<file path="src/hdl/stsm_pkg.sv">
// Shared types, constants and arithmetic helpers of the speed/accel telemetry smoother.
// No dependencies; every other file of the block imports this package.
package stsm_pkg;

  // Field widths
  localparam int unsigned SpeedW = 17;   // signed speed, 1/256 km/h
  localparam int unsigned TopSpW = 16;   // peak |speed|
  localparam int unsigned AccelW = 18;   // signed accel, 1/4096 g
  localparam int unsigned TopAcW = 17;   // peak |accel|
  localparam int unsigned TimeW  = 32;
  localparam int unsigned AlphaW = 9;
  localparam int unsigned BandW  = 12;
  localparam int unsigned CfgIdxW = 2;
  localparam int unsigned CfgDataW = 12;

  // Fixed-point constants
  localparam int SpeedLimit = 51200;
  localparam int unsigned AccelLimit = 65536;
  localparam int unsigned AlphaOne = 256;
  localparam int unsigned AccelNumK = 4000000;  // 1000 * 4096 / 1.024 ...
  localparam int unsigned AccelDenK = 8829;     // 3.6 * 9.81 * 250

  // Serial divider geometry
  localparam int unsigned NumW  = 39;            // |dv| * AccelNumK
  localparam int unsigned DenW  = 46;            // AccelDenK * dt
  localparam int unsigned DivW  = 47;            // dividend / divisor width
  localparam int unsigned QuotW = 18;            // quotient bits, one per step
  localparam int unsigned ShW   = DivW + QuotW - 1;
  localparam int unsigned CntW  = $clog2(QuotW);

  // Reset values of the configuration registers
  localparam logic [AlphaW-1:0] SpeedAlphaRst = AlphaW'(90);
  localparam logic [AlphaW-1:0] AccelAlphaRst = AlphaW'(64);
  localparam logic [BandW-1:0]  BandRst       = BandW'(77);

  typedef enum logic [CfgIdxW-1:0] {
    CFG_SPEED_ALPHA     = 2'd0,
    CFG_ACCEL_ALPHA     = 2'd1,
    CFG_STANDSTILL_BAND = 2'd2
  } cfg_idx_e;

  typedef enum logic {
    KIND_SAMPLE    = 1'b0,
    KIND_LINK_LOST = 1'b1
  } kind_e;

  typedef enum logic [2:0] {
    ST_IDLE,
    ST_SPEED,
    ST_BAND,
    ST_DIV,
    ST_ACCEL,
    ST_PEAK,
    ST_OUT
  } state_e;

  typedef struct packed {
    logic            start;
    logic [DivW-1:0] dividend;
    logic [DivW-1:0] divisor;
  } div_req_t;

  typedef struct packed {
    logic             done;
    logic [QuotW-1:0] quot;
  } div_rsp_t;

  // One exponential average step: old + floor((alpha * (x - old) + 128) / 256).
  // Alpha above one is treated as one.
  function automatic logic signed [18:0] ema_step(input logic signed [18:0] old,
                                                  input logic signed [18:0] x,
                                                  input logic [AlphaW-1:0] alpha);
    logic [AlphaW-1:0]  alpha_c;
    logic signed [19:0] diff;
    logic signed [29:0] prod;
    logic signed [29:0] shifted;
    alpha_c = (alpha > AlphaW'(AlphaOne)) ? AlphaW'(AlphaOne) : alpha;
    diff    = {x[18], x} - {old[18], old};
    prod    = $signed({1'b0, alpha_c}) * diff;
    prod    = prod + 30'sd128;
    shifted = prod >>> 8;
    return old + shifted[18:0];
  endfunction

endpackage

</file>
<file path="src/hdl/stsm_in_if.sv">
// Input channel of the telemetry smoother: valid/ready plus one sample or link-lost beat.
// Depends on stsm_pkg for field widths.
interface stsm_in_if
  import stsm_pkg::*;
();
  logic                     valid;
  logic                     ready;
  logic                     kind;
  logic signed [SpeedW-1:0] speed_raw;
  logic [TimeW-1:0]         time_ms;

  modport source (output valid, output kind, output speed_raw, output time_ms, input ready);
  modport sink   (input valid, input kind, input speed_raw, input time_ms, output ready);
endinterface

</file>
<file path="src/hdl/stsm_out_if.sv">
// Output channel of the telemetry smoother: valid/ready plus one result beat.
// Depends on stsm_pkg for field widths.
interface stsm_out_if
  import stsm_pkg::*;
();
  logic                     valid;
  logic                     ready;
  logic signed [SpeedW-1:0] smoothed_speed;
  logic [TopSpW-1:0]        max_speed;
  logic signed [AccelW-1:0] accel_g;
  logic [TopAcW-1:0]        peak_g;

  modport source (output valid, output smoothed_speed, output max_speed, output accel_g,
                  output peak_g, input ready);
  modport sink   (input valid, input smoothed_speed, input max_speed, input accel_g,
                  input peak_g, output ready);
endinterface

</file>
<file path="src/hdl/stsm_div.sv">
// Restoring serial divider, one quotient bit per cycle, most significant bit first.
// Depends on stsm_pkg for widths and the request/response structs.
module stsm_div
  import stsm_pkg::*;
(
  input  logic     clk_i,
  input  logic     rst_ni,
  input  div_req_t req_i,
  output div_rsp_t rsp_o
);

  logic             busy_q, busy_d;
  logic             done_q, done_d;
  logic [CntW-1:0]  cnt_q, cnt_d;
  logic [DivW-1:0]  rem_q, rem_d;
  logic [ShW-1:0]   dsh_q, dsh_d;
  logic [QuotW-1:0] quot_q, quot_d;
  logic             ge;

  assign ge = {{(ShW-DivW){1'b0}}, rem_q} >= dsh_q;

  always_comb begin
    busy_d = busy_q;
    done_d = 1'b0;
    cnt_d  = cnt_q;
    rem_d  = rem_q;
    dsh_d  = dsh_q;
    quot_d = quot_q;
    if (req_i.start) begin
      busy_d = 1'b1;
      cnt_d  = CntW'(QuotW - 1);
      rem_d  = req_i.dividend;
      dsh_d  = {req_i.divisor, {(QuotW-1){1'b0}}};
      quot_d = '0;
    end else if (busy_q) begin
      // compare, subtract, shift in one quotient bit
      if (ge) begin
        rem_d = rem_q - dsh_q[DivW-1:0];
      end
      quot_d = {quot_q[QuotW-2:0], ge};
      dsh_d  = dsh_q >> 1;
      if (cnt_q == '0) begin
        busy_d = 1'b0;
        done_d = 1'b1;
      end else begin
        cnt_d = cnt_q - CntW'(1);
      end
    end
  end

  always_ff @(posedge clk_i or negedge rst_ni) begin
    if (!rst_ni) begin
      busy_q <= 1'b0;
      done_q <= 1'b0;
      cnt_q  <= '0;
    end else begin
      busy_q <= busy_d;
      done_q <= done_d;
      cnt_q  <= cnt_d;
    end
  end

  always_ff @(posedge clk_i) begin
    rem_q  <= rem_d;
    dsh_q  <= dsh_d;
    quot_q <= quot_d;
  end

  assign rsp_o.done = done_q;
  assign rsp_o.quot = quot_q;

endmodule

</file>
<file path="src/hdl/speed_accel_telemetry_smoother.sv">
// Top level of the speed/accel telemetry smoother: sequencer, state and result register.
// Depends on stsm_pkg, stsm_in_if, stsm_out_if and stsm_div.
//
// One beat in, one beat out. A speed sample updates the averaged speed (zeroed
// inside the standstill band) and the peak |speed|; when a nonzero earlier
// timestamp exists and time has moved forward it also derives the acceleration
// (1/4096 g, saturated to 16 g), averages it and tracks its peak. A link-lost
// beat clears the averaged speed, the averaged acceleration and the stored
// timestamp. The block takes one beat at a time: a link-lost beat goes straight
// to the result register, a sample without derivation passes the speed and band
// steps, and a sample with derivation then also waits for the 18-step serial
// divider that forms the rounded quotient speed change / elapsed time. The
// result sits in an output register, so the next beat is accepted while the
// previous result still waits for its sink. Configuration registers are written
// through cfg_we_i/cfg_idx_i/cfg_wdata_i, by the user only while the block is idle;
// the block does not enforce this. An index beyond the register list is ignored.
module speed_accel_telemetry_smoother
  import stsm_pkg::*;
(
  input  logic                clk_i,
  input  logic                rst_ni,
  input  logic                cfg_we_i,
  input  logic [CfgIdxW-1:0]  cfg_idx_i,
  input  logic [CfgDataW-1:0] cfg_wdata_i,
  stsm_in_if.sink             in_i,
  stsm_out_if.source          out_o
);

  state_e state_q, state_d;

  // configuration
  logic [AlphaW-1:0] speed_alpha_q;
  logic [AlphaW-1:0] accel_alpha_q;
  logic [BandW-1:0]  band_q;

  // architectural state
  logic signed [SpeedW-1:0] avg_spd_q;
  logic [TopSpW-1:0]        top_spd_q;
  logic signed [SpeedW-1:0] prev_spd_q;
  logic [TimeW-1:0]         prev_time_q;
  logic signed [AccelW-1:0] avg_acc_q;
  logic [TopAcW-1:0]        top_acc_q;

  // per-beat working registers
  logic signed [SpeedW-1:0] raw_q;
  logic [TimeW-1:0]         now_q;
  logic                     acc_go_q;
  logic                     neg_q;
  logic [NumW-1:0]          num_q;
  logic [DenW-1:0]          den_q;
  logic signed [AccelW-1:0] inst_q;

  // result register
  logic                     out_valid_q;
  logic signed [SpeedW-1:0] out_spd_q;
  logic [TopSpW-1:0]        out_top_spd_q;
  logic signed [AccelW-1:0] out_acc_q;
  logic [TopAcW-1:0]        out_top_acc_q;

  logic     in_fire;
  logic     out_load;
  div_req_t div_req;
  div_rsp_t div_rsp;

  // datapath helpers
  logic signed [SpeedW-1:0] raw_sat;
  logic signed [18:0]       spd_ema;
  logic signed [18:0]       acc_ema;
  logic signed [SpeedW:0]   dv;
  logic [SpeedW-1:0]        dv_mag;
  logic [TimeW-1:0]         dt;
  logic [SpeedW-1:0]        raw_mag;
  logic [SpeedW-1:0]        avg_spd_mag;
  logic [TopAcW-1:0]        avg_acc_mag;
  logic [TopAcW-1:0]        quot_sat;

  stsm_div u_div (
    .clk_i  (clk_i),
    .rst_ni (rst_ni),
    .req_i  (div_req),
    .rsp_o  (div_rsp)
  );

  // ---------------------------------------------------------------- sequencer
  always_comb begin
    state_d = state_q;
    unique case (state_q)
      ST_IDLE: begin
        if (in_fire) begin
          state_d = (in_i.kind == KIND_LINK_LOST) ? ST_OUT : ST_SPEED;
        end
      end
      ST_SPEED: state_d = ST_BAND;
      ST_BAND:  state_d = acc_go_q ? ST_DIV : ST_OUT;
      ST_DIV: begin
        if (div_rsp.done) begin
          state_d = ST_ACCEL;
        end
      end
      ST_ACCEL: state_d = ST_PEAK;
      ST_PEAK:  state_d = ST_OUT;
      ST_OUT: begin
        if (out_load) begin
          state_d = ST_IDLE;
        end
      end
      default:  state_d = ST_IDLE;
    endcase
  end

  always_comb begin
    in_i.ready       = (state_q == ST_IDLE);
    out_load         = (state_q == ST_OUT) && (!out_valid_q || out_o.ready);
    div_req.start    = (state_q == ST_BAND) && acc_go_q;
    // rounded quotient: (2*num + den) / (2*den)
    div_req.dividend = DivW'({num_q, 1'b0}) + DivW'(den_q);
    div_req.divisor  = {den_q, 1'b0};
  end

  assign in_fire = in_i.valid && in_i.ready;

  always_ff @(posedge clk_i or negedge rst_ni) begin
    if (!rst_ni) begin
      state_q <= ST_IDLE;
    end else begin
      state_q <= state_d;
    end
  end

  // ---------------------------------------------------------------- datapath
  // Clamp the incoming speed to +-51200 before any use.
  always_comb begin
    if (in_i.speed_raw > SpeedW'(SpeedLimit)) begin
      raw_sat = SpeedW'(SpeedLimit);
    end else if (in_i.speed_raw < -SpeedW'(SpeedLimit)) begin
      raw_sat = -SpeedW'(SpeedLimit);
    end else begin
      raw_sat = in_i.speed_raw;
    end
  end

  assign spd_ema = ema_step({{2{avg_spd_q[SpeedW-1]}}, avg_spd_q},
                            {{2{raw_q[SpeedW-1]}}, raw_q}, speed_alpha_q);
  assign acc_ema = ema_step({avg_acc_q[AccelW-1], avg_acc_q},
                            {inst_q[AccelW-1], inst_q}, accel_alpha_q);

  assign dv      = {raw_q[SpeedW-1], raw_q} - {prev_spd_q[SpeedW-1], prev_spd_q};
  assign dv_mag  = dv[SpeedW] ? SpeedW'(-dv) : dv[SpeedW-1:0];
  assign dt      = now_q - prev_time_q;
  assign raw_mag = raw_q[SpeedW-1] ? SpeedW'(-raw_q) : raw_q;
  assign avg_spd_mag = avg_spd_q[SpeedW-1] ? SpeedW'(-avg_spd_q) : avg_spd_q;
  assign avg_acc_mag = avg_acc_q[AccelW-1] ? TopAcW'(-avg_acc_q) : avg_acc_q[TopAcW-1:0];
  assign quot_sat    = (div_rsp.quot > QuotW'(AccelLimit)) ? TopAcW'(AccelLimit)
                                                           : div_rsp.quot[TopAcW-1:0];

  // configuration writes
  always_ff @(posedge clk_i or negedge rst_ni) begin
    if (!rst_ni) begin
      speed_alpha_q <= SpeedAlphaRst;
      accel_alpha_q <= AccelAlphaRst;
      band_q        <= BandRst;
    end else if (cfg_we_i) begin
      unique case (cfg_idx_i)
        CFG_SPEED_ALPHA:     speed_alpha_q <= cfg_wdata_i[AlphaW-1:0];
        CFG_ACCEL_ALPHA:     accel_alpha_q <= cfg_wdata_i[AlphaW-1:0];
        CFG_STANDSTILL_BAND: band_q        <= cfg_wdata_i;
        default: ;
      endcase
    end
  end

  // architectural state, advanced step by step under the sequencer
  always_ff @(posedge clk_i or negedge rst_ni) begin
    if (!rst_ni) begin
      avg_spd_q   <= '0;
      top_spd_q   <= '0;
      prev_spd_q  <= '0;
      prev_time_q <= '0;
      avg_acc_q   <= '0;
      top_acc_q   <= '0;
      acc_go_q    <= 1'b0;
    end else begin
      unique case (state_q)
        ST_IDLE: begin
          // link lost: drop the averages and the timestamp, keep the peaks
          if (in_fire && in_i.kind == KIND_LINK_LOST) begin
            avg_spd_q   <= '0;
            avg_acc_q   <= '0;
            prev_time_q <= '0;
          end
        end
        ST_SPEED: begin
          avg_spd_q   <= spd_ema[SpeedW-1:0];
          if (raw_mag > {1'b0, top_spd_q}) begin
            top_spd_q <= raw_mag[TopSpW-1:0];
          end
          acc_go_q    <= (prev_time_q != '0) && (now_q > prev_time_q);
          prev_spd_q  <= raw_q;
          prev_time_q <= now_q;
        end
        ST_BAND: begin
          if (avg_spd_mag < {{(SpeedW-BandW){1'b0}}, band_q}) begin
            avg_spd_q <= '0;
          end
        end
        ST_ACCEL: avg_acc_q <= acc_ema[AccelW-1:0];
        ST_PEAK: begin
          if (avg_acc_mag > top_acc_q) begin
            top_acc_q <= avg_acc_mag;
          end
        end
        ST_DIV, ST_OUT: ;
        default: ;
      endcase
    end
  end

  // working registers: capture the beat, form the products, latch the quotient
  always_ff @(posedge clk_i) begin
    if (in_fire) begin
      raw_q <= raw_sat;
      now_q <= in_i.time_ms;
    end
    if (state_q == ST_SPEED) begin
      neg_q <= dv[SpeedW];
      num_q <= NumW'(dv_mag) * NumW'(AccelNumK);
      den_q <= DenW'(dt) * DenW'(AccelDenK);
    end
    if (state_q == ST_DIV && div_rsp.done) begin
      inst_q <= neg_q ? -AccelW'(quot_sat) : AccelW'(quot_sat);
    end
  end

  // ---------------------------------------------------------------- result register
  always_ff @(posedge clk_i or negedge rst_ni) begin
    if (!rst_ni) begin
      out_valid_q <= 1'b0;
    end else if (out_load) begin
      out_valid_q <= 1'b1;
    end else if (out_o.ready) begin
      out_valid_q <= 1'b0;
    end
  end

  always_ff @(posedge clk_i) begin
    if (out_load) begin
      out_spd_q     <= avg_spd_q;
      out_top_spd_q <= top_spd_q;
      out_acc_q     <= avg_acc_q;
      out_top_acc_q <= top_acc_q;
    end
  end

  assign out_o.valid          = out_valid_q;
  assign out_o.smoothed_speed = out_spd_q;
  assign out_o.max_speed      = out_top_spd_q;
  assign out_o.accel_g        = out_acc_q;
  assign out_o.peak_g         = out_top_acc_q;

endmodule
</file>
<file path="src/flat_wrapper.sv">
// flat-port wrapper written by rule: the top's interface ports become plain ports
module speed_accel_telemetry_smoother_flat import stsm_pkg::*;
  (clk_i, rst_ni, cfg_we_i, cfg_idx_i, cfg_wdata_i, in_i_valid, in_i_kind, in_i_speed_raw, in_i_time_ms, in_i_ready, out_o_valid, out_o_smoothed_speed, out_o_max_speed, out_o_accel_g, out_o_peak_g, out_o_ready);
  stsm_in_if in_i_i ();
  stsm_out_if out_o_i ();
  input  logic clk_i;
  input  logic rst_ni;
  input  logic cfg_we_i;
  input  logic [CfgIdxW-1:0] cfg_idx_i;
  input  logic [CfgDataW-1:0] cfg_wdata_i;
  input wire logic [$bits(in_i_i.valid)-1:0] in_i_valid;
  input wire logic [$bits(in_i_i.kind)-1:0] in_i_kind;
  input wire logic [$bits(in_i_i.speed_raw)-1:0] in_i_speed_raw;
  input wire logic [$bits(in_i_i.time_ms)-1:0] in_i_time_ms;
  output wire logic [$bits(in_i_i.ready)-1:0] in_i_ready;
  output wire logic [$bits(out_o_i.valid)-1:0] out_o_valid;
  output wire logic [$bits(out_o_i.smoothed_speed)-1:0] out_o_smoothed_speed;
  output wire logic [$bits(out_o_i.max_speed)-1:0] out_o_max_speed;
  output wire logic [$bits(out_o_i.accel_g)-1:0] out_o_accel_g;
  output wire logic [$bits(out_o_i.peak_g)-1:0] out_o_peak_g;
  input wire logic [$bits(out_o_i.ready)-1:0] out_o_ready;
  assign in_i_i.valid = in_i_valid;
  assign in_i_i.kind = in_i_kind;
  assign in_i_i.speed_raw = in_i_speed_raw;
  assign in_i_i.time_ms = in_i_time_ms;
  assign in_i_ready = in_i_i.ready;
  assign out_o_valid = out_o_i.valid;
  assign out_o_smoothed_speed = out_o_i.smoothed_speed;
  assign out_o_max_speed = out_o_i.max_speed;
  assign out_o_accel_g = out_o_i.accel_g;
  assign out_o_peak_g = out_o_i.peak_g;
  assign out_o_i.ready = out_o_ready;
  speed_accel_telemetry_smoother u_core (.clk_i(clk_i), .rst_ni(rst_ni), .cfg_we_i(cfg_we_i), .cfg_idx_i(cfg_idx_i), .cfg_wdata_i(cfg_wdata_i), .in_i(in_i_i), .out_o(out_o_i));
endmodule
</file>
<file path="config.mk">
export PLATFORM = sky130hd
export DESIGN_NAME = speed_accel_telemetry_smoother_flat
export DESIGN_NICKNAME = d
export VERILOG_FILES = /design/src/hdl/stsm_pkg.sv /design/src/hdl/stsm_in_if.sv /design/src/hdl/stsm_out_if.sv /design/src/hdl/stsm_div.sv /design/src/hdl/speed_accel_telemetry_smoother.sv /design/src/flat_wrapper.sv
export SDC_FILE = /design/constraint.sdc
export NUM_CORES = 2
export LEC_CHECK = 0
export BUFFER_PORTS_ARGS = -buffer_cell sky130_fd_sc_hd__buf_2
export CAP_MARGIN = 20
export CORE_MARGIN = 10
export CORE_UTILIZATION = 30
export DETAILED_ROUTE_END_ITERATION = 7
export PLACE_DENSITY = 0.5
export SYNTH_ARGS = -nofsm -noshare
export SYNTH_HDL_FRONTEND = slang
export SYNTH_SLANG_ARGS = --single-unit
</file>
<file path="constraint.sdc">
create_clock -name clk_i -period 19.2 [get_ports clk_i]
set_clock_uncertainty 0.1 [all_clocks]
set_input_delay 2.88 -clock clk_i [delete_from_list [all_inputs] [get_ports clk_i]]
set_output_delay 2.88 -clock clk_i [all_outputs]
set_load 0.01 [all_outputs]
</file>
## Yosys cells after proc, flatten, opt, wreduce, memory -nomap -nowiden

Cells that the tools add are included.

- Add/subtract/negate cells: 16
- $mul: 4
- Magnitude comparators: 10
- Eq/ne operators: 14
- Muxes and demuxes: 38
- Reductions and logical operators: 30

Operator list:

| operator | count |
|---|---|
| $mux 17 | 9 |
| $mux 47 | 3 |
| $mux 64 | 2 |
| $neg 17->17 | 4 |
| $ge 47x64->1 | 1 |
| $pmux 32 s2 | 1 |
| $pmux 17 s3 | 1 |
| $add 40x46->47 | 1 |
| $sub 47x47->47 | 1 |
| $mul 32x14->46 const B | 1 |
| $pmux 18 s2 | 1 |
| $sub 17x17->18 | 2 |
| $gt 32x32->1 | 1 |
| $mux 32 | 1 |
| $reduce_bool 32->1 | 1 |
| $sub 32x32->32 | 1 |
| $mul 17x14->31 const B | 1 |
| $add 26x9->26 const B | 1 |
| $mul 10x19->26 | 1 |
| $add 25x9->25 const B | 1 |
| $mul 10x18->25 | 1 |
| $pmux 3 s7 | 1 |
| $sub 18x18->19 | 1 |
| $add 18x18->18 | 1 |
| other kinds (33) | 73 |

- Flip-flop bits (word level): 501
- Output and inout port bits: 70
- Word-level logic and storage cells: 143

## Longest topological paths before layout

- Depth in word-level cells: 6
- Depth in mapped cells: 44
- Mapped depth without buffers: 44

## By module

From an unflattened synthesis, not the netlist that was laid out.

- Cell total of the unflattened synthesis: 5,606
- Area total of the unflattened synthesis: 53,697.8 um^2

By module, submodules not included:

| module | instances | cells an instance | area each (um^2) | sequential area each (um^2) |
|---|---|---|---|---|
| speed_accel_telemetry_smoother | 1 | 4,704 | 45,418.6 | 10,211.0 |
| stsm_div | 1 | 902 | 8,279.2 | 3,698.5 |

## Least setup slack after synthesis

OpenSTA, ideal clock, no wires.

- Kind: register to register
- Start: reg u_core.avg_acc_q[0]
- End: reg u_core.avg_acc_q[17]
- Arrival time: 8.713 ns
- Data required time: 19.023 ns
- Path slack: 10.311 ns
- Cell stages (with the launch flop): 40
- Path buffers: 0
- Cell sequence: dfrtp_1 ha_1 fa_1 nor2b_1 o21ai_0 a21boi_0 nor2_1 nor2_1 a21oi_1 nor2_1 o21ai_0 nand2b_1 xor2_1 nand2_1 fa_1 fa_1 inv_1 fa_1 [4 not listed] ha_1 a211oi_1 nand2_1 o32a_1 a21o_1 a21oi_1 xnor2_1 ha_1 nand2_1 o41ai_1 a21oi_1 o21ai_0 o221ai_1 xnor2_1 xnor2_1 xnor2_1 or3_1 o21ai_1

- Cells in the longest elaborated chain, start to end: 5

Ends and longest elaborated chain:

| item | RTL line | RTL |
|---|---|---|
| from (decl) | speed_accel_telemetry_smoother.sv:41 | `logic signed [AccelW-1:0] avg_acc_q;` |
| from (signal assigned) | speed_accel_telemetry_smoother.sv:206 | `ST_ACCEL: avg_acc_q <= acc_ema[AccelW-1:0];` |
| $sub 18x18->19 | stsm_pkg.sv:78 | `diff = {x[18], x} - {old[18], old};` |
| $mul 10x19->26 | stsm_pkg.sv:79 | `prod = $signed({1'b0, alpha_c}) * diff;` |
| $add 26x9->26 | stsm_pkg.sv:80 | `prod = prod + 30'sd128;` |
| $add 18x18->18 * | stsm_pkg.sv:82 | `return old + shifted[18:0];` |
| $pmux 18 s2 * | speed_accel_telemetry_smoother.sv:183 | `unique case (state_q)` |

Mark *: on every way between the ends. The rest lies on a longest branch, timed or not.
A chain may end at the register's enable or synchronous reset.

## Final worst setup path

Same ends and word-level chain as after synthesis.

==> flow_summary_export.csv <==
group,metric,value,unit
run_status,run_status,"complete, no violations",
final_layout,fin_util,0.335,
logic_synthesis,yosys.cell_types.count,91,
logic_synthesis,synth_seq_cells,501,
cts,ctsRootBufferMaster,"clkbuf_16",
placement,dp_hpwl,115000,um
placement,dpl_worst_slack,8.90,ns
die,coreArea,176000,sq um
final_layout,final_cell_area,59000,sq um
grt,grt_overflow,0,
cts,numCtsBuffers,58,
cts,clk_latency,0.68,ns
logic_synthesis,netlist_top_cells_area,"fa_1 (19%), edfxtp_1 (17%), ha_1 (17%), dfrtp_1 (7.0%), inv_1 (6.3%)",
placement,gp_congestion,0.833,
critical_path,crit_arrival,11.02,ns
logic_synthesis,synth.largest_area_cell,"fa_1",
die,fp.dieW,441,um
cts,clock_path_buffers,3,
die,io_pins,139,
sta,finalHoldViolCount,0,
sta,grt_setup_unrepaired,"no",
sta,setup_viol,0,
grt,grt_pass1_vias,39725,
sta,period_minus_slack,10.52,ns
logic_synthesis,synth_edf_count,306,
detailed_routing,vias,38385,
logic_synthesis,avgSynthCellArea,9.70,sq um
detailed_routing,viasPerCell,4.77,
grt,grt_max_degree,73,
sta,clock.fmax,0.0950,GHz
placement,io_buffers,138,
sta,slew_violations,0,
critical_path,endpoint_kind,"register",
critical_path,critPathTopFamily,"adder cells",
die,die_area,195000,sq um
sta,setup_slack,8.68,ns
detailed_routing,wire_per_inst,17.6,um
min_path,hold_path.class,"register to register",
cts,hold_buffers,0,
detailed_routing,drt-total-wl,142000,um
final_layout,nets,6915,
sta,worst_pin_slew,1.18,ns
detailed_routing,ant_nets,0,
critical_path,slowest_delay,1.00,ns
cts,cts_tree,"done",
detailed_routing,drc,0,
cts,clk_pin_slew,0.06,ns
critical_path,worst-path-buf-inv,3,
logic_synthesis,synth_flop_cell,"edfxtp_1",
die,row_count,154,
logic_synthesis,ys_warn_count,0,
sta,slew_headroom,0.209,
critical_path,required,19.70,ns
critical_path,critPathMaxFanout,6,
die,initial_core_util,0.302,
critical_path,slowest_stage,"o41ai_1",
cts,clock_sinks,501,
sta,finalCritPeriodShare,0.548,
cts,cts_setup_buffers,0,
critical_path,worstSetupPathType,"register to register",
grt,antenna_found_initial,4,
grt,grt_pass1_wl,225000,um
logic_synthesis,syn_area,53300,sq um
logic_synthesis,synth_nets,6758,
sta,setup_tns,0,ns
critical_path,start_kind,"register",
die,dieHeight,441,um
grt,grt.total_usage,0.145,
final_layout,final_cell_mix,"inv_1 (899), ha_1 (706), fa_1 (493), nand2_1 (468), nor2_1 (324)",
critical_path,path_common_cell,"fa_1",
detailed_routing,drt_iter0_drc,2106,
final_layout,layout_commonest_cell,"inv_1",
flow_run,max_cap_violations,0,
detailed_routing,first_pass_iters,7,
final_layout,syn2layout_area_growth,10.8,%
logic_synthesis,async_flop_share,0.317,
final_layout,drive_gt1_frac,0.0750,
logic_synthesis,synthCells,5490,
cts,htreeDepth,2,
logic_synthesis,ys_seq_area_frac,0.261,
cts,cts_resized,0,
logic_synthesis,yosysTopAreaCellShare,0.185,
placement,placed_area,57000,sq um
[final timing paths]
check	from	to	slack (ns)	depth (start not counted)
max in group asynchronous	rst_ni	u_core.avg_acc_q[8]$_DFFE_PN0P_	15.68	2
hold reg to reg	u_core.top_acc_q[16]$_DFFE_PN0P_	u_core.out_o.peak_g[16]$_DFFE_PP_	0.37	0
setup reg to reg	u_core.avg_acc_q[0]$_DFFE_PN0P_	u_core.avg_acc_q[17]$_DFFE_PN0P_	8.68	39
setup / recovery	u_core.avg_acc_q[0]$_DFFE_PN0P_	u_core.avg_acc_q[17]$_DFFE_PN0P_	8.68	39
hold / removal	u_core.top_acc_q[16]$_DFFE_PN0P_	u_core.out_o.peak_g[16]$_DFFE_PP_	0.37	0
min in group asynchronous	rst_ni	u_core.prev_spd_q[3]$_DFFE_PN0P_	2.09	1
[synthesized netlist by cell type (120+ instances only)]
cell,number
inv_1,899
ha_1,706
fa_1,493
nand2_1,470
nor2_1,324
edfxtp_1,306
a21oi_1,255
o21ai_0,229
xnor2_1,229
dfrtp_1,150
a21o_1,126
xor2_1,120
[layer usage]
metal  wire [um]  up-vias  global-route usage
met5          13        -                   0
met4        4330        2              0.0400
met3        5370      176              0.0213
met2       65300      591               0.239
met1       66500    18830               0.197
li1            -    18786                   -
[registers in the layout, summed over array words and instances, names as in the netlist, 5 cells and up]
name,cells
u_core.out_o.smoothed_speed,17
u_core.avg_spd_q,17
u_core.out_o.accel_g,18
u_core.band_q,12
u_core.inst_q,18
u_core.prev_spd_q,17
u_core.u_div.dsh_q,64
u_core.out_o.peak_g,17
u_core.speed_alpha_q,9
u_core.out_o.max_speed,16
u_core.u_div.quot_q,18
u_core.accel_alpha_q,9
u_core.now_q,32
u_core.top_acc_q,17
u_core.num_q,31
u_core.u_div.cnt_q,5
u_core.u_div.rem_q,47
u_core.raw_q,17
u_core.top_spd_q,16
u_core.avg_acc_q,18
u_core.den_q,46
u_core.prev_time_q,32
[layout make-up]
class                      instances  area (sq um)
fill                           18179        117000
multi-input combinational       3985         35600
sequential                       501         13900
inverter                         901          3390
tap                             2340          2930
clock buffer                      68          1500
timing repair buffer             200          1170
clock inverter                    42           465
antenna                            2          5.00
[kinds of logic (layout without fill, tap and decap cells)]
kind of cell / count (synthesis) / in the layout / synth area share
adder cells (fa/ha/maj): 1199 / 1199 / 0.351
buffers and inverters: 1004 / 1211 / 0.0709
AO/OA/AOI/OAI: 965 / 965 / 0.117
XOR/XNOR: 352 / 352 / 0.0584
other: 0 / 2 / 0
flip-flops: 501 / 501 / 0.261
AND/OR/NAND/NOR: 1370 / 1370 / 0.122
multiplexers: 99 / 99 / 0.0201
[metrics by stage]
step / instances / hold WS [ns]
after floorplan: 5490 / 0.325
after global placement: 7924 / 0.361
after detailed placement: 7924 / 0.351
after CTS: 8034 / 0.370
after global routing: 8037 / 0.390
final: 8039 / 0.374
Power is left out: the tool's default activity adds up to more than one toggle a clock period on the data nets, which glitch-free logic cannot reach.
